File: src/scfp_pkg.sv
`timescale 1ns / 1ps
// ----------------------------------------------------------------------------
// scfp_pkg - serial command frame parser package
// phase codes, character constants and the state/result structs shared by
// the parser step logic and the top level
// ----------------------------------------------------------------------------
package scfp_pkg;

  localparam int unsigned IDX_W = 7;
  localparam int unsigned BYTE_W = 8;

  // characters of the frame syntax
  localparam logic [BYTE_W-1:0] CH_LT    = 8'h3C;  // '<'
  localparam logic [BYTE_W-1:0] CH_C     = 8'h43;  // 'C'
  localparam logic [BYTE_W-1:0] CH_M     = 8'h4D;  // 'M'
  localparam logic [BYTE_W-1:0] CH_D     = 8'h44;  // 'D'
  localparam logic [BYTE_W-1:0] CH_GT    = 8'h3E;  // '>'
  localparam logic [BYTE_W-1:0] CH_CR    = 8'h0D;  // carriage return
  localparam logic [BYTE_W-1:0] CH_ZERO  = 8'h30;  // '0'
  localparam logic [BYTE_W-1:0] CH_NINE  = 8'h39;  // '9'

  typedef enum logic [3:0] {
    PH_IDLE    = 4'd0,
    PH_C       = 4'd1,
    PH_M       = 4'd2,
    PH_D       = 4'd3,
    PH_CLOSE   = 4'd4,
    PH_CODE    = 4'd5,
    PH_TENS    = 4'd6,
    PH_UNITS   = 4'd7,
    PH_PAYLOAD = 4'd8
  } phase_t;

  typedef struct packed {
    phase_t            phase;
    logic [IDX_W-1:0]  remaining;
    logic [BYTE_W-1:0] code;
    logic [IDX_W-1:0]  length;
  } state_t;

  typedef struct packed {
    logic              data_valid;
    logic [IDX_W-1:0]  data_index;
    logic [BYTE_W-1:0] data_byte;
    logic              frame_done;
    logic [BYTE_W-1:0] command_code;
    logic [IDX_W-1:0]  command_length;
    logic              overflow;
  } result_t;

endpackage

File: src/scfp_if.sv
`timescale 1ns / 1ps
// ----------------------------------------------------------------------------
// scfp channel interfaces
// received byte channel and result channel, valid/ready handshake
// ----------------------------------------------------------------------------
interface scfp_in_if;
  logic                        valid;
  logic                        ready;
  logic [scfp_pkg::BYTE_W-1:0] rx_byte;

  modport source (output valid, output rx_byte, input ready);
  modport sink (input valid, input rx_byte, output ready);
endinterface

interface scfp_out_if;
  logic                        valid;
  logic                        ready;
  logic                        data_valid;
  logic [scfp_pkg::IDX_W-1:0]  data_index;
  logic [scfp_pkg::BYTE_W-1:0] data_byte;
  logic                        frame_done;
  logic [scfp_pkg::BYTE_W-1:0] command_code;
  logic [scfp_pkg::IDX_W-1:0]  command_length;
  logic                        overflow;

  modport source (output valid, output data_valid, output data_index, output data_byte,
                  output frame_done, output command_code, output command_length,
                  output overflow, input ready);
  modport sink (input valid, input data_valid, input data_index, input data_byte,
                input frame_done, input command_code, input command_length,
                input overflow, output ready);
endinterface

File: src/scfp_step.sv
`timescale 1ns / 1ps
// ----------------------------------------------------------------------------
// scfp_step - parser step logic
// next parser state and result for one received byte
// ----------------------------------------------------------------------------
module scfp_step #(
  parameter int unsigned MAX_PAYLOAD = 34
) (
  input  scfp_pkg::state_t                state_cur,
  input  logic [scfp_pkg::BYTE_W-1:0]     rx_byte,
  output scfp_pkg::state_t                state_nxt,
  output scfp_pkg::result_t               result_nxt
);

  localparam logic [scfp_pkg::IDX_W-1:0] MaxIdx = scfp_pkg::IDX_W'(MAX_PAYLOAD);

  logic                         is_digit;
  logic [3:0]                   digit;
  logic [scfp_pkg::IDX_W-1:0]   digit_ext;
  logic [scfp_pkg::IDX_W-1:0]   tens;
  logic [scfp_pkg::IDX_W-1:0]   pay_index;
  logic                         is_cr;

  assign is_digit  = (rx_byte >= scfp_pkg::CH_ZERO) && (rx_byte <= scfp_pkg::CH_NINE);
  assign digit     = rx_byte[3:0];
  assign digit_ext = {3'b000, digit};
  // digit * 10 as two shifts
  assign tens      = (digit_ext << 3) + (digit_ext << 1);
  assign pay_index = state_cur.length - state_cur.remaining;
  assign is_cr     = (rx_byte == scfp_pkg::CH_CR);

  always_comb begin
    state_nxt                 = state_cur;
    result_nxt.data_valid     = 1'b0;
    result_nxt.data_index     = '0;
    result_nxt.data_byte      = '0;
    result_nxt.frame_done     = 1'b0;
    result_nxt.overflow       = 1'b0;

    unique case (state_cur.phase)
      scfp_pkg::PH_C: begin
        state_nxt.phase = (rx_byte == scfp_pkg::CH_C) ? scfp_pkg::PH_M : scfp_pkg::PH_IDLE;
      end
      scfp_pkg::PH_M: begin
        state_nxt.phase = (rx_byte == scfp_pkg::CH_M) ? scfp_pkg::PH_D : scfp_pkg::PH_IDLE;
      end
      scfp_pkg::PH_D: begin
        state_nxt.phase = (rx_byte == scfp_pkg::CH_D) ? scfp_pkg::PH_CLOSE : scfp_pkg::PH_IDLE;
      end
      scfp_pkg::PH_CLOSE: begin
        state_nxt.phase = (rx_byte == scfp_pkg::CH_GT) ? scfp_pkg::PH_CODE : scfp_pkg::PH_IDLE;
      end
      scfp_pkg::PH_CODE: begin
        state_nxt.code  = rx_byte;
        state_nxt.phase = scfp_pkg::PH_TENS;
      end
      scfp_pkg::PH_TENS: begin
        if (is_digit) begin
          state_nxt.remaining = tens;
          state_nxt.phase     = scfp_pkg::PH_UNITS;
        end else begin
          state_nxt.phase = scfp_pkg::PH_IDLE;
        end
      end
      scfp_pkg::PH_UNITS: begin
        if (is_digit) begin
          state_nxt.remaining = state_cur.remaining + digit_ext;
          state_nxt.length    = state_cur.remaining + digit_ext;
          state_nxt.phase     = scfp_pkg::PH_PAYLOAD;
        end else begin
          state_nxt.phase = scfp_pkg::PH_IDLE;
        end
      end
      scfp_pkg::PH_PAYLOAD: begin
        if (state_cur.remaining != '0) begin
          if (is_cr) begin
            // early cr aborts the frame
            state_nxt.phase = scfp_pkg::PH_IDLE;
          end else begin
            result_nxt.data_index = pay_index;
            result_nxt.data_byte  = rx_byte;
            result_nxt.data_valid = (pay_index < MaxIdx);
            state_nxt.remaining   = state_cur.remaining - 1'b1;
          end
        end else begin
          result_nxt.frame_done = is_cr;
          result_nxt.overflow   = is_cr && (state_cur.length > MaxIdx);
          state_nxt.phase       = scfp_pkg::PH_IDLE;
        end
      end
      default: begin
        // idle and unused codes: clear the frame and look for '<'
        state_nxt.code      = '0;
        state_nxt.length    = '0;
        state_nxt.remaining = '0;
        state_nxt.phase     = (rx_byte == scfp_pkg::CH_LT) ? scfp_pkg::PH_C
                                                           : scfp_pkg::PH_IDLE;
      end
    endcase

    result_nxt.command_code   = state_nxt.code;
    result_nxt.command_length = state_nxt.length;
  end

endmodule

File: src/serial_command_frame_parser.sv
`timescale 1ns / 1ps
// ----------------------------------------------------------------------------
// serial_command_frame_parser - top level
// recognises "<CMD>" code, two-digit length, payload and cr frames in a
// byte stream; one result beat for every received byte beat
// ----------------------------------------------------------------------------
//
//   channel  | dir | payload                                     | handshake
//   ---------+-----+---------------------------------------------+-----------
//   in_ch    | in  | rx_byte                                     | valid/ready
//   out_ch   | out | data_valid, data_index, data_byte,          | valid/ready
//            |     | frame_done, command_code, command_length,   |
//            |     | overflow                                    |
//
// one beat per cycle sustained while out_ch is ready; an accepted byte goes
// from the input register into the result register, parser state with it
// reset (rst_n low, synchronous) empties both registers and returns the
// parser to idle with code, length and count cleared
// a stall on out_ch holds the result register; the input register still
// takes one more beat, after which in_ch.ready drops until out_ch drains
// ----------------------------------------------------------------------------
module serial_command_frame_parser #(
  parameter int unsigned MAX_PAYLOAD = 34
) (
  input logic              clk,
  input logic              rst_n,
  scfp_in_if.sink          in_ch,
  scfp_out_if.source       out_ch
);

  // input register
  logic                        in_valid_r;
  logic [scfp_pkg::BYTE_W-1:0] in_byte_r;

  // parser state
  scfp_pkg::state_t            state_r;
  scfp_pkg::state_t            state_nxt;

  // result register
  logic                        out_valid_r;
  scfp_pkg::result_t           result_r;
  scfp_pkg::result_t           result_nxt;

  logic                        advance;

  // a held byte moves on when the result register is free or being drained
  assign advance     = in_valid_r && (!out_valid_r || out_ch.ready);
  assign in_ch.ready = !in_valid_r || advance;

  scfp_step #(
    .MAX_PAYLOAD (MAX_PAYLOAD)
  ) u_step (
    .state_cur  (state_r),
    .rx_byte    (in_byte_r),
    .state_nxt  (state_nxt),
    .result_nxt (result_nxt)
  );

  // control state
  always_ff @(posedge clk) begin
    if (!rst_n) begin
      in_valid_r  <= 1'b0;
      out_valid_r <= 1'b0;
      state_r     <= '{phase: scfp_pkg::PH_IDLE, remaining: '0, code: '0, length: '0};
    end else begin
      if (in_ch.ready) begin
        in_valid_r <= in_ch.valid;
      end
      if (advance) begin
        out_valid_r <= 1'b1;
        state_r     <= state_nxt;
      end else if (out_ch.ready) begin
        out_valid_r <= 1'b0;
      end
    end
  end

  // payload registers
  always_ff @(posedge clk) begin
    if (in_ch.valid && in_ch.ready) begin
      in_byte_r <= in_ch.rx_byte;
    end
    if (advance) begin
      result_r <= result_nxt;
    end
  end

  assign out_ch.valid          = out_valid_r;
  assign out_ch.data_valid     = result_r.data_valid;
  assign out_ch.data_index     = result_r.data_index;
  assign out_ch.data_byte      = result_r.data_byte;
  assign out_ch.frame_done     = result_r.frame_done;
  assign out_ch.command_code   = result_r.command_code;
  assign out_ch.command_length = result_r.command_length;
  assign out_ch.overflow       = result_r.overflow;

endmodule

File: src/flat_wrapper.sv
// flat-port wrapper written by rule: the top's interface ports become plain ports
module serial_command_frame_parser_flat 
#(
  parameter int unsigned MAX_PAYLOAD = 34
)
  (clk, rst_n, in_ch_valid, in_ch_rx_byte, in_ch_ready, out_ch_valid, out_ch_data_valid, out_ch_data_index, out_ch_data_byte, out_ch_frame_done, out_ch_command_code, out_ch_command_length, out_ch_overflow, out_ch_ready);
  scfp_in_if in_ch_i ();
  scfp_out_if out_ch_i ();
  input logic clk;
  input logic rst_n;
  input wire logic [$bits(in_ch_i.valid)-1:0] in_ch_valid;
  input wire logic [$bits(in_ch_i.rx_byte)-1:0] in_ch_rx_byte;
  output wire logic [$bits(in_ch_i.ready)-1:0] in_ch_ready;
  output wire logic [$bits(out_ch_i.valid)-1:0] out_ch_valid;
  output wire logic [$bits(out_ch_i.data_valid)-1:0] out_ch_data_valid;
  output wire logic [$bits(out_ch_i.data_index)-1:0] out_ch_data_index;
  output wire logic [$bits(out_ch_i.data_byte)-1:0] out_ch_data_byte;
  output wire logic [$bits(out_ch_i.frame_done)-1:0] out_ch_frame_done;
  output wire logic [$bits(out_ch_i.command_code)-1:0] out_ch_command_code;
  output wire logic [$bits(out_ch_i.command_length)-1:0] out_ch_command_length;
  output wire logic [$bits(out_ch_i.overflow)-1:0] out_ch_overflow;
  input wire logic [$bits(out_ch_i.ready)-1:0] out_ch_ready;
  assign in_ch_i.valid = in_ch_valid;
  assign in_ch_i.rx_byte = in_ch_rx_byte;
  assign in_ch_ready = in_ch_i.ready;
  assign out_ch_valid = out_ch_i.valid;
  assign out_ch_data_valid = out_ch_i.data_valid;
  assign out_ch_data_index = out_ch_i.data_index;
  assign out_ch_data_byte = out_ch_i.data_byte;
  assign out_ch_frame_done = out_ch_i.frame_done;
  assign out_ch_command_code = out_ch_i.command_code;
  assign out_ch_command_length = out_ch_i.command_length;
  assign out_ch_overflow = out_ch_i.overflow;
  assign out_ch_i.ready = out_ch_ready;
  serial_command_frame_parser #(.MAX_PAYLOAD(MAX_PAYLOAD)) u_core (.clk(clk), .rst_n(rst_n), .in_ch(in_ch_i), .out_ch(out_ch_i));
endmodule
File: config.mk
export PLATFORM = sky130hd
export DESIGN_NAME = serial_command_frame_parser_flat
export DESIGN_NICKNAME = d
export VERILOG_FILES = /design/src/scfp_pkg.sv /design/src/scfp_if.sv /design/src/scfp_step.sv /design/src/serial_command_frame_parser.sv /design/src/flat_wrapper.sv
export SDC_FILE = /design/constraint.sdc
export NUM_CORES = 1
export LEC_CHECK = 0
export BUFFER_PORTS_ARGS = -buffer_cell sky130_fd_sc_hd__buf_2
export CELL_PAD_IN_SITES_DETAIL_PLACEMENT = 1
export CELL_PAD_IN_SITES_GLOBAL_PLACEMENT = 1
export CORE_AREA = 2 2 92 94
export DETAILED_ROUTE_END_ITERATION = 8
export DIE_AREA = 0 0 94 96
export GPL_ROUTABILITY_DRIVEN = 0
export PLACE_DENSITY_LB_ADDON = 0.1
export SLEW_MARGIN = 20
export SYNTH_ARGS = -nofsm -noshare
export SYNTH_HDL_FRONTEND = slang
export SYNTH_SLANG_ARGS = --single-unit
export TNS_END_PERCENT = 50
File: constraint.sdc
create_clock -name clk -period 3 [get_ports clk]
set_input_delay 0.15 -clock clk [delete_from_list [all_inputs] [get_ports clk]]
set_output_delay 0.15 -clock clk [all_outputs]
set_load 0.03 [all_outputs]
==> results_dict.tcl <==
set metrics [dict create \
    maxClockFrequency_mhz 403 \
    fill_cells 923 \
    diodes 0 \
    die_h_um 96 \
    ctsHoldBuffers 8 \
    row_count 33 \
    r2r_start "u_core.in_byte_r[0]" \
    cpPeakStageDelay_ns 0.43 \
    leakage_nw 1.65 \
    root_buffer "clkbuf_8" \
    die_x_um 94 \
    cts_sinks 69 \
    hold_viol_final 0 \
    wl_um 8950 \
    crit_arrival_ns 2.73 \
    period_share 0.828 \
    setup_violations 0 \
    path_clk_slew_ns 0.09 \
    syn2layout_area_growth_pct 19.0 \
    status "finished clean" \
    grt_max_degree 47 \
    startpoint "u_core.in_byte_r[0]" \
    via_per_inst 5.55 \
    crit_path_start_kind "flop" \
    drtIter0Drc 212 \
    worstMarginPinSlew_ns 0.756 \
    antenna_found_initial 0 \
    ir_worst_vdd_uv 268 \
    synth_flop_cell "edfxtp_1" \
    ys_types 60 \
    fin_crit_ns 2.48 \
    grt_use_met3 0.0454 \
    dp_slack_ns 0.581 \
    critPathMaxFanout 3 \
    cts_tree "done" \
    p_per_area_nw_per_um2 520 \
    fin_cells 505 \
    rsz0062_at_grt "false" \
    hp-start "in_ch_valid" \
    coreArea_um2 8050 \
    num_io_pins 47 \
    ctsHtreeMaxLevel 3 \
    ant_nets 0 \
    fin_util 0.520 \
    cts.path.max_buffers 2 \
    layout_setup_ws_ns 0.517 \
    grt_pass1_wl_um 14500 \
    postSynthAreaPerCell_um2 10.5 \
    grtUsageTotal 0.214 \
    relSlewSlack 0.496 \
    slowest_stage "edfxtp_1" \
    grt_overflow 0 \
    synth_cells 334 \
    dp_hpwl_um 6610 \
    max_cap_violations 0 \
    dpl.cell_count 481 \
    layout_commonest_cell "nor2_1" \
    cp.required_ns 3.25 \
    async_flop_share 0 \
    slew_viol_final 0 \
    whs_ns 0.0317 \
    drc_errors 0 \
    layout.cells.most_common_list "48 x nor2_1, 46 x buf_2, 41 x edfxtp_1" \
    use_met2 0.336 \
    grt_use_met1 0.296 \
    grt_pass1_vias 2788 \
    grt.busiest_layer "met2" \
    finClkSkew_ns 0.0151 \
    clock_latency_ns 0.35 \
    die_area_um2 9020 \
    synth_seq_cells 69 \
    initial_core_util 0.437 \
    cts_resized 0 \
    postCtsSetupBuffers 0 \
    num-nets-final 423 \
    dr.pass1.iters 5 \
    path_class "reg2reg" \
    synth.yosys.warnings 0 \
    hp-class "in2reg" \
    tns_ns 0 \
    end_kind "flop" \
    synth_seq_area_share 0.509 \
    num_vias 2804 \
    cts_made_buffers 9 \
    port_buffers 46 \
    synth_edf_count 41 \
    wl_per_cell_um 17.7 \
    synth_nets 362 \
    syn_area_um2 3520 \
    worstPathCellList "ha_1 -> fa_1 -> a21o_1 -> a21oi_1 -> nor3_1 -> xor2_1 -> a221oi_1 -> a211oi_1" \
    drive_above_1_share 0.203 \
]
==> final timing paths <==
kind / cells past startpoint / endpoint / slack, ns
setup / recovery: 8 / u_core.state_r[21] / 0.52
hold reg to reg: 2 / u_core.state_r[10] / 0.52
setup reg to reg: 8 / u_core.state_r[21] / 0.52
hold / removal: 3 / u_core.in_valid_r / 0.03
==> flip-flops by register name, indices dropped and copies added, names as in the netlist <==
signal,flops
u_core.in_byte_r,8
u_core.in_valid_r,1
u_core.out_ch.command_code,8
u_core.out_ch.command_length,7
u_core.out_ch.data_byte,8
u_core.out_ch.data_index,7
u_core.out_ch.data_valid,1
u_core.out_ch.frame_done,1
u_core.out_ch.overflow,1
u_core.out_ch.valid,1
u_core.state_r,26
==> worst max-delay path, delay by kind of cell (launching register included) <==
family                     cells  cell delay, ns
xor gates and xnor gates       1            0.30
and+or+nand+nor                1            0.10
adders and majority gates      2            0.64
DFF                            1            0.43
AOI/OAI and AO/OA              4            0.92
==> where the power goes <==
group | total, W | leakage, nW | switching, W | internal, W
combinational | 0.000279 | 0.927 | 0.000178 | 0.000101
clock | 0.000820 | 0.104 | 0.000383 | 0.000437
sequential | 0.00108 | 0.621 | 0.0000348 | 0.00104
==> cell usage after synthesis (3+ instances only) <==
| master | n | area (um^2) |
|---|---|---|
| nor2_1 | 48 | 180 |
| edfxtp_1 | 41 | 1230 |
| dfxtp_1 | 28 | 561 |
| o21ai_0 | 18 | 90.1 |
| a21oi_1 | 17 | 85.1 |
| a22o_1 | 16 | 140 |
| inv_1 | 16 | 60.1 |
| ha_1 | 13 | 163 |
| and2_1 | 11 | 68.8 |
| a22oi_1 | 8 | 60.1 |
| clkbuf_1 | 8 | 30.0 |
| nand2_1 | 8 | 30.0 |
| xnor2_1 | 7 | 61.3 |
| nand3_1 | 6 | 30.0 |
| nor2b_1 | 6 | 37.5 |
| a31oi_1 | 5 | 31.3 |
| nand2b_1 | 5 | 31.3 |
| nor3_1 | 5 | 25.0 |
| xor2_1 | 5 | 43.8 |
| buf_2 | 4 | 20.0 |
| a211oi_1 | 3 | 22.5 |
| a21o_1 | 3 | 22.5 |
| and3_1 | 3 | 18.8 |
| fa_1 | 3 | 60.1 |
| nand3b_1 | 3 | 22.5 |
| o21ai_1 | 3 | 15.0 |
==> metal layers <==
metal	share of wire	vias to the layer above
li1	-	1364
met1	0.47	1353
met2	0.47	81
met3	0.046	6
met4	0.011	0
met5	0	-
==> through the flow <==
| step | total power, W | cell area, um^2 |
|---|---|---|
| floorplan | 0.00128 | 3520 |
| finish | 0.00218 | 4190 |
| global route | 0.00227 | 4190 |
| global placement | 0.00136 | 3890 |
| CTS | 0.00219 | 4190 |
| detailed placement | 0.00137 | 3890 |
==> cell families after synthesis <==
logic type / synth area share
AO/OA/AOI/OAI: 0.189
XOR/XNOR: 0.0299
adder cells (fa/ha/maj): 0.0633
flip-flops: 0.509
AND/OR/NAND/NOR: 0.170
buffers and inverters: 0.0334
multiplexers: 0.00569
==> layout make-up <==
type | instances | area [um^2] | area share
well taps | 105 | 131 | 0.0314
multi-input cells | 236 | 1610 | 0.384
clock buffers | 10 | 149 | 0.0356
clock inverters | 6 | 67.6 | 0.0161
repair buffers | 63 | 378 | 0.0903
inverters | 16 | 60.1 | 0.0143
flip-flops and latches | 69 | 1790 | 0.428
Power figures use the tool's default switching activity.
